`config.mk`:
```
export PLATFORM = sky130hd
export DESIGN_NAME = lnem_skid
export DESIGN_NICKNAME = d
export VERILOG_FILES = /design/src/design/lnem_pkg.sv /design/src/design/lnem_skid.sv
export SDC_FILE = /design/constraint.sdc
export NUM_CORES = 1
export LEC_CHECK = 0
export BUFFER_PORTS_ARGS = -buffer_cell sky130_fd_sc_hd__clkbuf_2
export CORE_MARGIN = 2
export CORE_UTILIZATION = 60
export DETAILED_ROUTE_END_ITERATION = 7
export PLACE_DENSITY = 0.83
export SETUP_SLACK_MARGIN = 0.5
export SLEW_MARGIN = 20
export SYNTH_ARGS = -nofsm -noshare
export SYNTH_HDL_FRONTEND = slang
export SYNTH_SLANG_ARGS = --single-unit
```
`constraint.sdc`:
```
create_clock -name clk -period 4.2 [get_ports clk]
set_clock_uncertainty 0.15 [all_clocks]
set_input_delay 0.42 -clock clk [delete_from_list [all_inputs] [get_ports clk]]
set_output_delay 0.42 -clock clk [all_outputs]
set_load 0.03 [all_outputs]
```
`src/design/lnem_pkg.sv`:
```
// Shared types and constants for the luma neighbourhood edge map.
// Used by every module of the block; depends on nothing else.
package lnem_pkg;

  // Field widths of the pixel stream and results.
  localparam int unsigned PIX_W  = 8;
  localparam int unsigned ROW_W  = 12;
  localparam int unsigned COL_W  = 10;

  // Configuration register widths and port shape.
  localparam int unsigned THR_W   = 8;
  localparam int unsigned LW_W    = 11;
  localparam int unsigned FR_W    = 13;
  localparam int unsigned CFG_IDX_W  = 2;
  localparam int unsigned CFG_DATA_W = 13;

  // Line store geometry.
  localparam int unsigned MAX_LINE  = 1024;
  localparam int unsigned IDX_W     = $clog2(MAX_LINE);
  localparam int unsigned MIN_LINE  = 3;
  localparam int unsigned MIN_ROWS  = 3;
  localparam int unsigned MAX_ROWS  = 4096;

  // Gray conversion: floor(sum / 100) as (sum * 5243) >> 19, exact for sum < 43690.
  localparam int unsigned SUM_W      = 15;
  localparam int unsigned RECIP_W    = 13;
  localparam int unsigned PROD_W     = SUM_W + RECIP_W;
  localparam int unsigned GRAY_RECIP = 5243;
  localparam int unsigned GRAY_SHIFT = 19;
  localparam int unsigned W_RED      = 30;
  localparam int unsigned W_GREEN    = 59;
  localparam int unsigned W_BLUE     = 11;

  // Output skid queue.
  localparam int unsigned SKID_DEPTH = 4;
  localparam int unsigned SKID_PTR_W = $clog2(SKID_DEPTH);
  localparam int unsigned SKID_CNT_W = $clog2(SKID_DEPTH + 1);

  // Reset values of the registers.
  localparam logic [THR_W-1:0] THR_RESET = THR_W'(16);
  localparam logic [LW_W-1:0]  LW_RESET  = LW_W'(1024);
  localparam logic [FR_W-1:0]  FR_RESET  = FR_W'(768);

  // Register indexes of the configuration port.
  typedef enum logic [CFG_IDX_W-1:0] {
    REG_THRESHOLD  = 2'd0,
    REG_LINE_WIDTH = 2'd1,
    REG_FRAME_ROWS = 2'd2
  } cfg_reg_t;

  // Position information that travels with a request down the pipeline.
  typedef struct packed {
    logic             has_result;
    logic [ROW_W-1:0] center_row;
    logic [COL_W-1:0] center_col;
    logic             last_of_frame;
  } pos_t;

  // One finished result.
  typedef struct packed {
    logic [ROW_W-1:0] center_row;
    logic [COL_W-1:0] center_col;
    logic             is_edge;
    logic             last_of_frame;
  } result_t;

endpackage

```
`src/design/lnem_skid.sv`:
```
// Small result queue that decouples the pipeline from output stalls.
// Depends on lnem_pkg.
module lnem_skid (
  input  logic                            clk,
  input  logic                            rst_n,
  input  logic                            push,
  input  lnem_pkg::result_t               push_data,
  input  logic                            pop_stall,
  output logic                            pop_valid,
  output lnem_pkg::result_t               pop_data,
  output logic [lnem_pkg::SKID_CNT_W-1:0] count
);
  import lnem_pkg::*;

  result_t               slot_r [SKID_DEPTH];
  logic [SKID_PTR_W-1:0] wr_ptr_r;
  logic [SKID_PTR_W-1:0] rd_ptr_r;
  logic [SKID_CNT_W-1:0] count_r;
  logic                  pop;

  assign pop       = (count_r != '0) & ~pop_stall;
  assign pop_valid = (count_r != '0);
  assign pop_data  = slot_r[rd_ptr_r];
  assign count     = count_r;

  // Storage needs no reset.
  always_ff @(posedge clk) begin
    if (push) begin
      slot_r[wr_ptr_r] <= push_data;
    end
  end

  // Pointers and fill level.
  always_ff @(posedge clk) begin
    if (!rst_n) begin
      wr_ptr_r <= '0;
      rd_ptr_r <= '0;
      count_r  <= '0;
    end else begin
      if (push) begin
        wr_ptr_r <= wr_ptr_r + SKID_PTR_W'(1);
      end
      if (pop) begin
        rd_ptr_r <= rd_ptr_r + SKID_PTR_W'(1);
      end
      case ({push, pop})
        2'b10:   count_r <= count_r + SKID_CNT_W'(1);
        2'b01:   count_r <= count_r - SKID_CNT_W'(1);
        default: count_r <= count_r;
      endcase
    end
  end

endmodule

```
==> impl_results.md <==
- Outcome: complete, no violations
- Maximum net fanout on the critical path: 24
- Latest clock arrival within the worst-skew pair: 0.35 ns
- CTS Buf Count: 9
- Rel. slew slack: 0.425
- Max-cap violation count: 0
- Pwr Total: ~2.5 mW
- Synth Instances: 175
- Min-Delay Path Class: in2reg
- CTS tree: built
- Routed len/inst: 19.1 µm
- Initial antenna violation count: 0
- Largest net degree at the start of global routing: 25
- Tcrit/Tclk final: 0.644
- Total grt overflow: 0
- Cell taking the most area after synthesis: edfxtp_1
- Final wirelength: about 6000 µm
- Die Height: 85.4 µm
- CTS hold repair buffers: 0
- Detail Route Antenna Nets: 0
- Worst reg2reg path depth: 8
- Vias in the first global route: 1962
- Fin Hold WS: between 0.1 and 0.15 ns
- Num ports: 56
- Synth warnings: 0
- Final TNS setup: 0 ns
- Area of the multi-input gates: 820 µm²
- Placed insts: 305
- Syn_area_per_cell: 22.7 µm²
- Mapped Nets: 209
- H-tree Lvls: 3
- Final Setup Violations: 0
- Synth Cell Area: 3970 µm²
- Post-Layout Cell Count: about 320
- Via-to-Cell Ratio: 5.66
- Static leakage: 1.58 nW
- Post-CTS Setup Bufs: 0
- Arrival time worst endpoint: 2.14 ns
- Initial Utilization: 0.622
- Hold path startpoint: push_data[4]
- Dpl hpwl: ~4000 µm
- Core Area: 6390 µm²
- Layout area overhead: 13.8%
- Min Tclk post-route: around 2.7 ns
- Antenna Cells: 0
- Register area share after synthesis: 0.771
- Drt pass-1 iters: 4
- Final hold vios: 0
- FF+latch count, synth: between 100 and 150
- # rows: 29
- Design area: 4520 µm²
- RSZ-0062 raised after global routing: no
- PortBufs: 55
- DR iter-0 viols: 107
- Global-route wire length before repair: 9830 µm
- Top post-synthesis cells by area: edfxtp_1 (73%), mux4_2 (11%), dfxtp_1 (4.5%)
- PwrDens: 556 nW/µm²
- Share of the synthesized area in the top cell type: 0.725
- F_max: 370 MHz
- Final Net Count: 273
- Filler instances: 389
- RePlAce Congestion: ~0.75
- Reg clk slew, reported paths: about 0.09 ns
- Pins Over Slew Limit: 0
- CTS resizes: 0
- Drt drc: 0
- IR drop worst, VDD: 0.326 mV
- CP Launch Type: flop
- Vias: 1817
- Total GRT Usage: 0.185
- Die X-Extent: 85.4 µm
- CP Capture Point: pop_data[10]
- Worst slew pin tran: 0.862 ns
- FF-to-FF Start: count[0]$_SDFFE_PN0P_
- CTS root buf: clkbuf_8
- Worst R2R End: count[2]$_SDFFE_PN0P_
- Netlist cell types: 24
- Clk buf depth: 2
- Die Area: 7290 µm²
- Critical path class: reg2out
- Placed instance area: between 4000 and 5000 µm²
- Clock sinks: 105
- Register area: 3070 µm²
- Layout cells sized above 1: 0.393
- Worst path required time: 3.63 ns
- Worst setup EP type: output pin
- Reg-to-reg slack, setup: roughly 2.1 ns
-- area by class of cell --
cell class,count,area share
clock buffers,11,0.0290
clock inverters,5,0.0174
inverters,7,0.00581
multi-input cells,57,0.181
flip-flops and latches,105,0.678
well taps,77,0.0213
repair buffers,59,0.0675
-- Yosys cell counts --
library cell  number
nor2_1             1
buf_6              1
nor2b_1            1
nand2_1            2
mux4_2            20
dfxtp_1            9
or3_1              2
fa_1               1
mux2i_1            2
a21boi_0           3
nand2b_1           1
nor3b_1            1
nor3_2             1
buf_2              2
inv_1              7
buf_12             2
o21ai_0            3
clkbuf_1           1
ha_1               5
xnor2_1            1
mux4_1             4
edfxtp_1          96
xor2_1             2
and2_1             7
-- power by group --
part           internal, mW  total, mW  switching, mW
combinational         0.234      0.570          0.336
clock                 0.337      0.649          0.313
sequential             1.21       1.30         0.0856
total                  1.78       2.52          0.734
-- sequential cells by signal, summed over array words and instances (netlist names), named ones only --
signal,count
slot_r,96
rd_ptr_r,2
wr_ptr_r,2
count,3
-- kinds of logic (layout without fill, tap and decap cells) --
| group | after synthesis | after routing | share of synthesized area |
|---|---|---|---|
| flip-flops | 105 | 105 | 0.771 |
| multiplexers | 26 | 26 | 0.145 |
| buffers and inverters | 13 | 82 | 0.0230 |
| AND/OR/NAND/NOR | 16 | 16 | 0.0246 |
| adder cells (fa/ha/maj) | 6 | 6 | 0.0208 |
| AO/OA/AOI/OAI | 6 | 6 | 0.00944 |
| XOR/XNOR | 3 | 3 | 0.00661 |
-- layout by cell type, fill, tap and decap left out, types with 3 or more instances in the layout --
cell      count
a21boi_0      3
mux4_1        4
clkbuf_2     55
and2_1        7
edfxtp_1     96
clkbuf_8      9
dfxtp_1       7
ha_1          5
mux4_2       20
inv_1         7
buf_4         4
o21ai_0       3
-- critical path, cell delays in order, from the launching register on --
cell and delay [ns]:
dfxtp_2 0.91, mux4_1 0.67, clkbuf_2 0.20
-- metrics by stage --
stage,setup WS [ns],util
finish,1.49,0.708
floorplan,2.06,-
CTS,1.44,0.708
detailed placement,1.84,0.675
global placement,1.85,0.675
global route,1.33,0.708
-- worst min path at each step --
| stage | endpoint | slack, ns | cells after the start |
|---|---|---|---|
| final | slot_r[2][4]$_DFFE_PP_ | 0.13 | 1 |
| after global routing | slot_r[2][4]$_DFFE_PP_ | 0.11 | 1 |
| after CTS | slot_r[3][0]$_DFFE_PP_ | 0.11 | 1 |
| after detailed placement | flop | 0.35 | 2 |
| after global placement | flop | 0.31 | 2 |
| after floorplan | flop | 0.30 | 2 |
-- metal layers --
layer	global-route usage	wire, µm	vias to the layer above	part of all wire
met5	0	0	-	0
met4	0.0765	60	0	0.0098
met3	0.0418	247	10	0.040
met2	0.309	3170	54	0.52
met1	0.238	2670	920	0.43
li1	-	-	833	-
Power figures use the tool's default switching activity.
