### src/design/lnem_pkg.sv
// Shared types and constants for the luma neighbourhood edge map.
// Used by every module of the block; depends on nothing else.
package lnem_pkg;

  // Field widths of the pixel stream and results.
  localparam int unsigned PIX_W  = 8;
  localparam int unsigned ROW_W  = 12;
  localparam int unsigned COL_W  = 10;

  // Configuration register widths and port shape.
  localparam int unsigned THR_W   = 8;
  localparam int unsigned LW_W    = 11;
  localparam int unsigned FR_W    = 13;
  localparam int unsigned CFG_IDX_W  = 2;
  localparam int unsigned CFG_DATA_W = 13;

  // Line store geometry.
  localparam int unsigned MAX_LINE  = 1024;
  localparam int unsigned IDX_W     = $clog2(MAX_LINE);
  localparam int unsigned MIN_LINE  = 3;
  localparam int unsigned MIN_ROWS  = 3;
  localparam int unsigned MAX_ROWS  = 4096;

  // Gray conversion: floor(sum / 100) as (sum * 5243) >> 19, exact for sum < 43690.
  localparam int unsigned SUM_W      = 15;
  localparam int unsigned RECIP_W    = 13;
  localparam int unsigned PROD_W     = SUM_W + RECIP_W;
  localparam int unsigned GRAY_RECIP = 5243;
  localparam int unsigned GRAY_SHIFT = 19;
  localparam int unsigned W_RED      = 30;
  localparam int unsigned W_GREEN    = 59;
  localparam int unsigned W_BLUE     = 11;

  // Output skid queue.
  localparam int unsigned SKID_DEPTH = 4;
  localparam int unsigned SKID_PTR_W = $clog2(SKID_DEPTH);
  localparam int unsigned SKID_CNT_W = $clog2(SKID_DEPTH + 1);

  // Reset values of the registers.
  localparam logic [THR_W-1:0] THR_RESET = THR_W'(16);
  localparam logic [LW_W-1:0]  LW_RESET  = LW_W'(1024);
  localparam logic [FR_W-1:0]  FR_RESET  = FR_W'(768);

  // Register indexes of the configuration port.
  typedef enum logic [CFG_IDX_W-1:0] {
    REG_THRESHOLD  = 2'd0,
    REG_LINE_WIDTH = 2'd1,
    REG_FRAME_ROWS = 2'd2
  } cfg_reg_t;

  // Position information that travels with a request down the pipeline.
  typedef struct packed {
    logic             has_result;
    logic [ROW_W-1:0] center_row;
    logic [COL_W-1:0] center_col;
    logic             last_of_frame;
  } pos_t;

  // One finished result.
  typedef struct packed {
    logic [ROW_W-1:0] center_row;
    logic [COL_W-1:0] center_col;
    logic             is_edge;
    logic             last_of_frame;
  } result_t;

endpackage

### src/design/lnem_window.sv
// 3x3 gray window and the threshold compare stage of the edge map.
// Depends on lnem_pkg.
module lnem_window (
  input  logic                       clk,
  input  logic                       rst_n,
  input  logic                       shift_en,
  input  logic [lnem_pkg::PIX_W-1:0] col_top,
  input  logic [lnem_pkg::PIX_W-1:0] col_mid,
  input  logic [lnem_pkg::PIX_W-1:0] col_bot,
  input  lnem_pkg::pos_t             pos_in,
  input  logic [lnem_pkg::THR_W-1:0] threshold,
  output logic                       busy,
  output logic                       push,
  output lnem_pkg::result_t          result
);
  import lnem_pkg::*;

  logic [PIX_W-1:0] win_r [3][3];
  logic             s2_v_r;
  pos_t             s2_pos_r;
  logic [PIX_W-1:0] center;
  logic             edge_hit;

  // Shift the window left and load the new column, oldest row on top.
  always_ff @(posedge clk) begin
    if (shift_en) begin
      for (int i = 0; i < 3; i++) begin
        win_r[i][0] <= win_r[i][1];
        win_r[i][1] <= win_r[i][2];
      end
      win_r[0][2] <= col_top;
      win_r[1][2] <= col_mid;
      win_r[2][2] <= col_bot;
      s2_pos_r    <= pos_in;
    end
  end

  // Stage valid is registered from the shift enable, so it follows the shift in the next cycle.
  always_ff @(posedge clk) begin
    if (!rst_n) begin
      s2_v_r <= 1'b0;
    end else begin
      s2_v_r <= shift_en;
    end
  end

  // Any of the eight neighbours further than the threshold marks an edge.
  assign center = win_r[1][1];
  always_comb begin
    logic [PIX_W-1:0] diff;
    edge_hit = 1'b0;
    for (int i = 0; i < 3; i++) begin
      for (int j = 0; j < 3; j++) begin
        diff = (center > win_r[i][j]) ? center - win_r[i][j] : win_r[i][j] - center;
        if (!(i == 1 && j == 1) && (diff > threshold)) begin
          edge_hit = 1'b1;
        end
      end
    end
  end

  assign busy = s2_v_r;
  assign push = s2_v_r & s2_pos_r.has_result;
  assign result.center_row    = s2_pos_r.center_row;
  assign result.center_col    = s2_pos_r.center_col;
  assign result.is_edge       = edge_hit;
  assign result.last_of_frame = s2_pos_r.last_of_frame;

endmodule

### config.mk
export PLATFORM = sky130hd
export DESIGN_NAME = lnem_window
export DESIGN_NICKNAME = d
export VERILOG_FILES = /design/src/design/lnem_pkg.sv /design/src/design/lnem_window.sv
export SDC_FILE = /design/constraint.sdc
export NUM_CORES = 1
export LEC_CHECK = 0
export CAP_MARGIN = 20
export CORE_MARGIN = 5
export CORE_UTILIZATION = 30
export DETAILED_ROUTE_END_ITERATION = 7
export DONT_BUFFER_PORTS = 1
export GPL_ROUTABILITY_DRIVEN = 0
export PLACE_DENSITY_LB_ADDON = 0.05
export SYNTH_ARGS = -nofsm -noshare
export SYNTH_HDL_FRONTEND = slang
export SYNTH_SLANG_ARGS = --single-unit
### constraint.sdc
create_clock -name clk -period 8.5 [get_ports clk]
set_input_delay 0.85 -clock clk [delete_from_list [all_inputs] [get_ports clk]]
set_output_delay 0.85 -clock clk [all_outputs]
set_load 0.1 [all_outputs]
==> results.yml, run 1 <==
drt:
  wl_um: 27400
  vias_per_cell: 5.06
  ant_nets: 0
  drt-wirelength-per-cell_um: 20.8
  via_count: 6655
  firstDrtPassIters: 5
  drc: 0
  drt_iter0_drc: 456
status:
  status: "complete, no violations"
global_route:
  grt.overflow.total: 0
  grt_pass1_vias: 6758
  antenna_found_initial: 0
  grt_pass1_wl_um: 41600
  grtUsageTotal: 0.154
  grt_max_degree: 98
yosys:
  synth_area_leaders: "edfxtp_1 (30%), ha_1 (24%), a21oi_1 (4.4%)"
  synth_cell_types: 63
  synth-edff-count: 96
  yosys_most_used_dff: "edfxtp_1"
  synth.most_common_cell: "ha_1"
  syn_avg_cell_area_um2: 10.2
  postSynthCellCount: 931
  yosys_warnings: 0
  ys_ff_latch: 97
  synth_top_area_frac: 0.303
  yosysTopAreaCell: "edfxtp_1"
  synth_area_um2: 9520
  ys_async_sr_fraction: 0
  ys_top_cells_by_count: "ha_1 (184), inv_1 (107), edfxtp_1 (96)"
  ys_seq_area_frac: 0.305
  synthesis.nets: 1190
finish:
  area_delta_synth_final_pct: 6.65
  layout.nets: 1167
  fin_area_um2: 10200
  fillers: 3168
  antenna_cells: 0
  layout-drive-gt1-share: 0.0581
die:
  die-area_um2: 35400
  num_rows: 65
  start_util: 0.303
  io_pins: 85
  die_w_um: 188
  coreArea_um2: 31500
  die_h_um: 188
clock_network:
  clkSlewWorstSetupHoldPaths_ns: 0.07
  post_cts_resize_count: 0
  cts_setup_buffers: 0
  insertion_delay_ns: 0.35
  numCtsBuffers: 9
  htree_levels: 3
  cts_hold_buf: 0
  cts_tree: "yes"
  cts_sinks: 97
  cts_buffer_depth: 2
  root_buffer: "clkbuf_16"
sta:
  drv_slew: 0
  hold_viol: 0
  rsz0062_at_grt: "no"
  worst_pin_slew_ns: 0.959
  fmax_ghz: 0.151
  fin_tns_setup_ns: 0
  whs_ns: 0.455
  fin_worst_skew_ns: 0.00733
  finalSetupViolations: 0
  post-route-period-util: 0.780
  relSlewSlack: 0.360
  min_period_ns: 6.63
power_and_ir_drop:
  total_power_w: 0.00194
  vdd_ir_drop_max_mv: 0.159
  pwr_density_cell_nw_per_um2: 191
  p_leak_nw: 4.59
place:
  place_area_um2: 9780
  hpwl_um: 20200
  io_buffers: 0
critical_path:
  worstPathArrival_ns: 5.78
  worst-path-max-fanout: 10
  startpoint_type: "register"
  r2r.worst_path.cells: 0
  worstSetupEndpointType: "output port"
  critPathRequiredTime_ns: 7.65
  crit_type: "reg2out"
worst_hold_path:
  hold_depth: 0
  hold_path_class: "reg2reg"
job:
  maxCapViolations: 0
final timing paths:
| path | startpoint | to | slack, ns |
|---|---|---|---|
| worst max-delay path | win_r[0][37]$_DFFE_PP_ | result[1] | 1.87 |
| worst min-delay path | win_r[0][63]$_DFFE_PP_ | win_r[0][71]$_DFFE_PP_ | 0.46 |
| worst max register to register | win_r[0][36]$_DFFE_PP_ | win_r[0][44]$_DFFE_PP_ | 7.33 |
| worst min register to register | win_r[0][63]$_DFFE_PP_ | win_r[0][71]$_DFFE_PP_ | 0.46 |
cells by family after synthesis:
logic type,count (synthesis),synth area share
flops,97,0.305
buf+inv,149,0.0729
compound gates,241,0.169
fa+ha+maj,200,0.275
simple gates,150,0.0821
xor+xnor,46,0.0423
mux,48,0.0537
sequential cells by signal, summed over array words and instances, names as in the netlist:
name,cells
busy,1
result,23
win_r,72
s2_pos_r,1
critical path: stages, from the launching register on:
cell      delay, ns
edfxtp_1       0.84
inv_1          0.54
ha_1           0.64
and3_1         0.26
nand4_1        0.23
nand2_2        0.25
mux2_2         0.38
a221oi_2       0.26
xnor2_1        0.15
ha_1           0.26
a21o_1         0.16
a21o_1         0.17
a21oi_1        0.15
o21ai_0        0.26
a22oi_1        0.21
and3_1         0.22
nand4_1        0.15
buf_4          0.29
per-layer routing:
metal / routed length [um] / track usage / up-vias
met3: 943 / 0.0233 / 17
met4: 338 / 0.0373 / 0
met1: 13500 / 0.217 / 3157
met2: 12500 / 0.250 / 153
met5: 0 / 0 / -
li1: - / - / 3328
report_power, final:
part           total [W]  leakage (nW)  switching, W  internal (W)
Sequential      0.000670         0.948      0.000102      0.000567
Combinational   0.000756          3.46      0.000426      0.000330
Clock           0.000510         0.177      0.000192      0.000318
Total            0.00194          4.59      0.000721       0.00122
through the flow:
step                utilization  std cells  setup WS, ns
floorplan                     -        931          3.16
global placement          0.311       1298          2.09
detailed placement        0.311       1298          2.10
CTS                       0.322       1313          1.70
global route              0.323       1314          1.48
finish                    0.323       1314          1.87
placed cells by master, fill, tap and decap left out, drive strengths merged, types with 3 or more instances in the layout:
master,synthesis,layout
a211oi,7,7
a21o,46,46
a21oi,84,84
a221o,3,3
a221oi,9,9
a22oi,3,3
a31oi,8,8
and2,9,9
and3,8,8
buf,38,8
bufinv,0,4
clkbuf,4,9
edfxtp,96,96
fa,16,16
ha,184,184
inv,107,109
mux2,19,19
mux2i,29,29
nand2,33,33
nand2b,5,5
nand3,14,14
nand4,30,30
nor2,23,23
nor2b,7,7
nor3,11,11
o21a,6,6
o21ai,33,33
o21bai,14,14
o22ai,7,7
o41ai,4,4
or2,5,5
or3,3,3
xnor2,32,32
xor2,14,14
cell type report:
class	instances	area [um2]	share of cell area
clock inverters	6	138	0.0136
inverters	107	402	0.0396
well taps	402	503	0.0495
clock buffers	9	225	0.0222
flip-flops and latches	97	2900	0.286
multi-input cells	685	5920	0.583
repair buffers	8	60.1	0.00591
No activity file was read; power rests on OpenSTA's default activity.
==> inputs of run 2 (changes only) <==
- clock period: 8.5 -> 6.1 ns (I/O delays scaled with it)
==> run 2 against run 1 <==
  * Sequential cell count unchanged
  * Critical endpoint unchanged
  * Utilization up 0.17 points
  * First-iteration DRC count down 15%
  * Highest routed layer unchanged
  * Sequential share of layout area down 0.15 points
  * Global-route usage about the same
  * Non-clock buffer count up 13
==> results.yml, run 2 (synthesis results as in run 1) <==
status:
  status: "complete, no violations"
sta:
  fmax_ghz: 0.176
  fin_tns_setup_ns: 0
  hold_viol: 0
  min_period_ns: 5.67
  drv_slew: 0
  whs_ns: 0.339
  rsz0062_at_grt: "no"
  fin_worst_skew_ns: 0.00920
  setup_ws_ns: 0.434
  worst_pin_slew_ns: 0.961
  relSlewSlack: 0.358
  finalSetupViolations: 0
  post-route-period-util: 0.929
power_and_ir_drop:
  p_switching_w: 0.00101
  seqPwrFrac: 0.354
  pwr-share-clk: 0.232
  vdd_ir_drop_max_mv: 0.143
  p_int_w: 0.00159
  total_power_w: 0.00260
  p_sw_frac: 0.390
  p_comb_frac: 0.415
  pwr_density_cell_nw_per_um2: 255
  p_leak_nw: 4.63
critical_path:
  startpoint_type: "register"
  reg2reg_from: "win_r[0][39]$_DFFE_PP_"
  worstPathArrival_ns: 5.06
  worstSetupEndpointType: "output port"
  worst-path-max-fanout: 8
  crit_top_cell: "a21o_1"
  critPathLaunch: "win_r[0][32]$_DFFE_PP_"
  cp_slowest_stage_delay_ns: 0.40
  slowest_stage: "fa_1"
  cp_cell_sequence: "inv_1, ha_1, inv_1, fa_1, a21o_1, a21oi_1, o21bai_2, nand2_2, mux2_2, a221oi_2, xnor2_1, ha_1, a21o_1, a21o_1, a21oi_1, o21ai_0, a22oi_1, and3_1, nand4_1, buf_12"
  critPathRequiredTime_ns: 5.49
  crit_type: "reg2out"
clock_network:
  cts_hold_buf: 0
  insertion_delay_ns: 0.36
  clkSlewWorstSetupHoldPaths_ns: 0.08
  numCtsBuffers: 9
  cts_tree: "yes"
  post_cts_resize_count: 0
  cts_setup_buffers: 0
  cts_buffer_depth: 2
  root_buffer: "clkbuf_16"
  cts_sinks: 97
  htree_levels: 3
global_route:
  grt.overflow.total: 0
  grt_pass1_vias: 6968
  grtUsageTotal: 0.154
  antenna_found_initial: 0
  grt_max_degree: 98
  grt_pass1_wl_um: 41800
die:
  start_util: 0.303
  io_pins: 85
  num_rows: 65
  coreArea_um2: 31500
  die_h_um: 188
  die_w_um: 188
  die-area_um2: 35400
drt:
  vias_per_cell: 5.05
  drt_iter0_drc: 386
  wl_um: 27200
  firstDrtPassIters: 5
  via_count: 6703
  drc: 0
  ant_nets: 0
  drt-wirelength-per-cell_um: 20.5
finish:
  layout.nets: 1180
  area_delta_synth_final_pct: 7.23
  largest_register: "win_r"
  antenna_cells: 0
  fin_cells: 1328
  fillers: 3180
  final_cell_mix: "ha_1 (184), inv_1 (107), edfxtp_1 (96), a21oi_1 (83), a21o_1 (46)"
  layout-drive-gt1-share: 0.0702
  largest_reg_flops: 72
  final_common_cell: "ha_1"
worst_hold_path:
  hold_start: "col_bot[1]"
  hold_path_class: "in2reg"
place:
  dp.cells: 1305
  io_buffers: 0
  hpwl_um: 20800
  dp_slack_ns: 0.539
job:
  maxCapViolations: 0
==> run 2: power groups by stage <==
| stage | registers [W] | clock network, W | logic [W] |
|---|---|---|---|
| floorplan | 0.000834 | 0 | 0.000922 |
| global placement | 0.000940 | 0 | 0.00109 |
| detailed placement | 0.000939 | 0 | 0.00107 |
| CTS | 0.000925 | 0.000628 | 0.00108 |
| global route | 0.000927 | 0.000653 | 0.00122 |
| finish | 0.000920 | 0.000602 | 0.00108 |
==> run 2: path summary, 6_finish.rpt <==
kind	end	slack [ns]	depth (start not counted)
max	result[1]	0.43	20
min	win_r[0][49]$_DFFE_PP_	0.34	0
max reg2reg	win_r[0][47]$_DFFE_PP_	5.08	0
min reg2reg	win_r[0][15]$_DFFE_PP_	0.45	0
==> run 2: per-layer routing <==
metal / share of wire / wire [um] / track usage / up-vias
met5: 0 / 0 / 0 / -
met4: 0.0078 / 213 / 0.0296 / 0
met3: 0.038 / 1030 / 0.0274 / 9
met2: 0.46 / 12600 / 0.254 / 134
met1: 0.49 / 13400 / 0.214 / 3204
li1: - / - / - / 3356
==> run 2: per-stage QoR <==
stage                     instance area (um2)   util
final                                   10200  0.324
after global routing                    10200  0.324
after CTS                               10200  0.323
after detailed placement                 9860  0.313
after global placement                   9860  0.313
after floorplan                          9520      -
==> run 2: final cells by class <==
cell class,instances,area [um2],area share
Tap cell,402,503,0.0493
Multi-Input combinational cell,685,5920,0.580
Timing Repair Buffer,21,183,0.0179
Clock inverter,6,66.3,0.00650
Clock buffer,10,229,0.0224
Inverter,107,402,0.0393
Sequential cell,97,2900,0.284
==> run 2: worst max-delay path: cells and delay by family (launching register included) <==
family	cells	cell delay (ns)
AO/OA/AOI/OAI	9	1.53
XOR/XNOR	1	0.15
adder cells (fa/ha/maj)	3	0.89
buffers and inverters	3	0.71
flip-flops	1	0.39
multiplexers	1	0.39
AND/OR/NAND/NOR	3	0.62
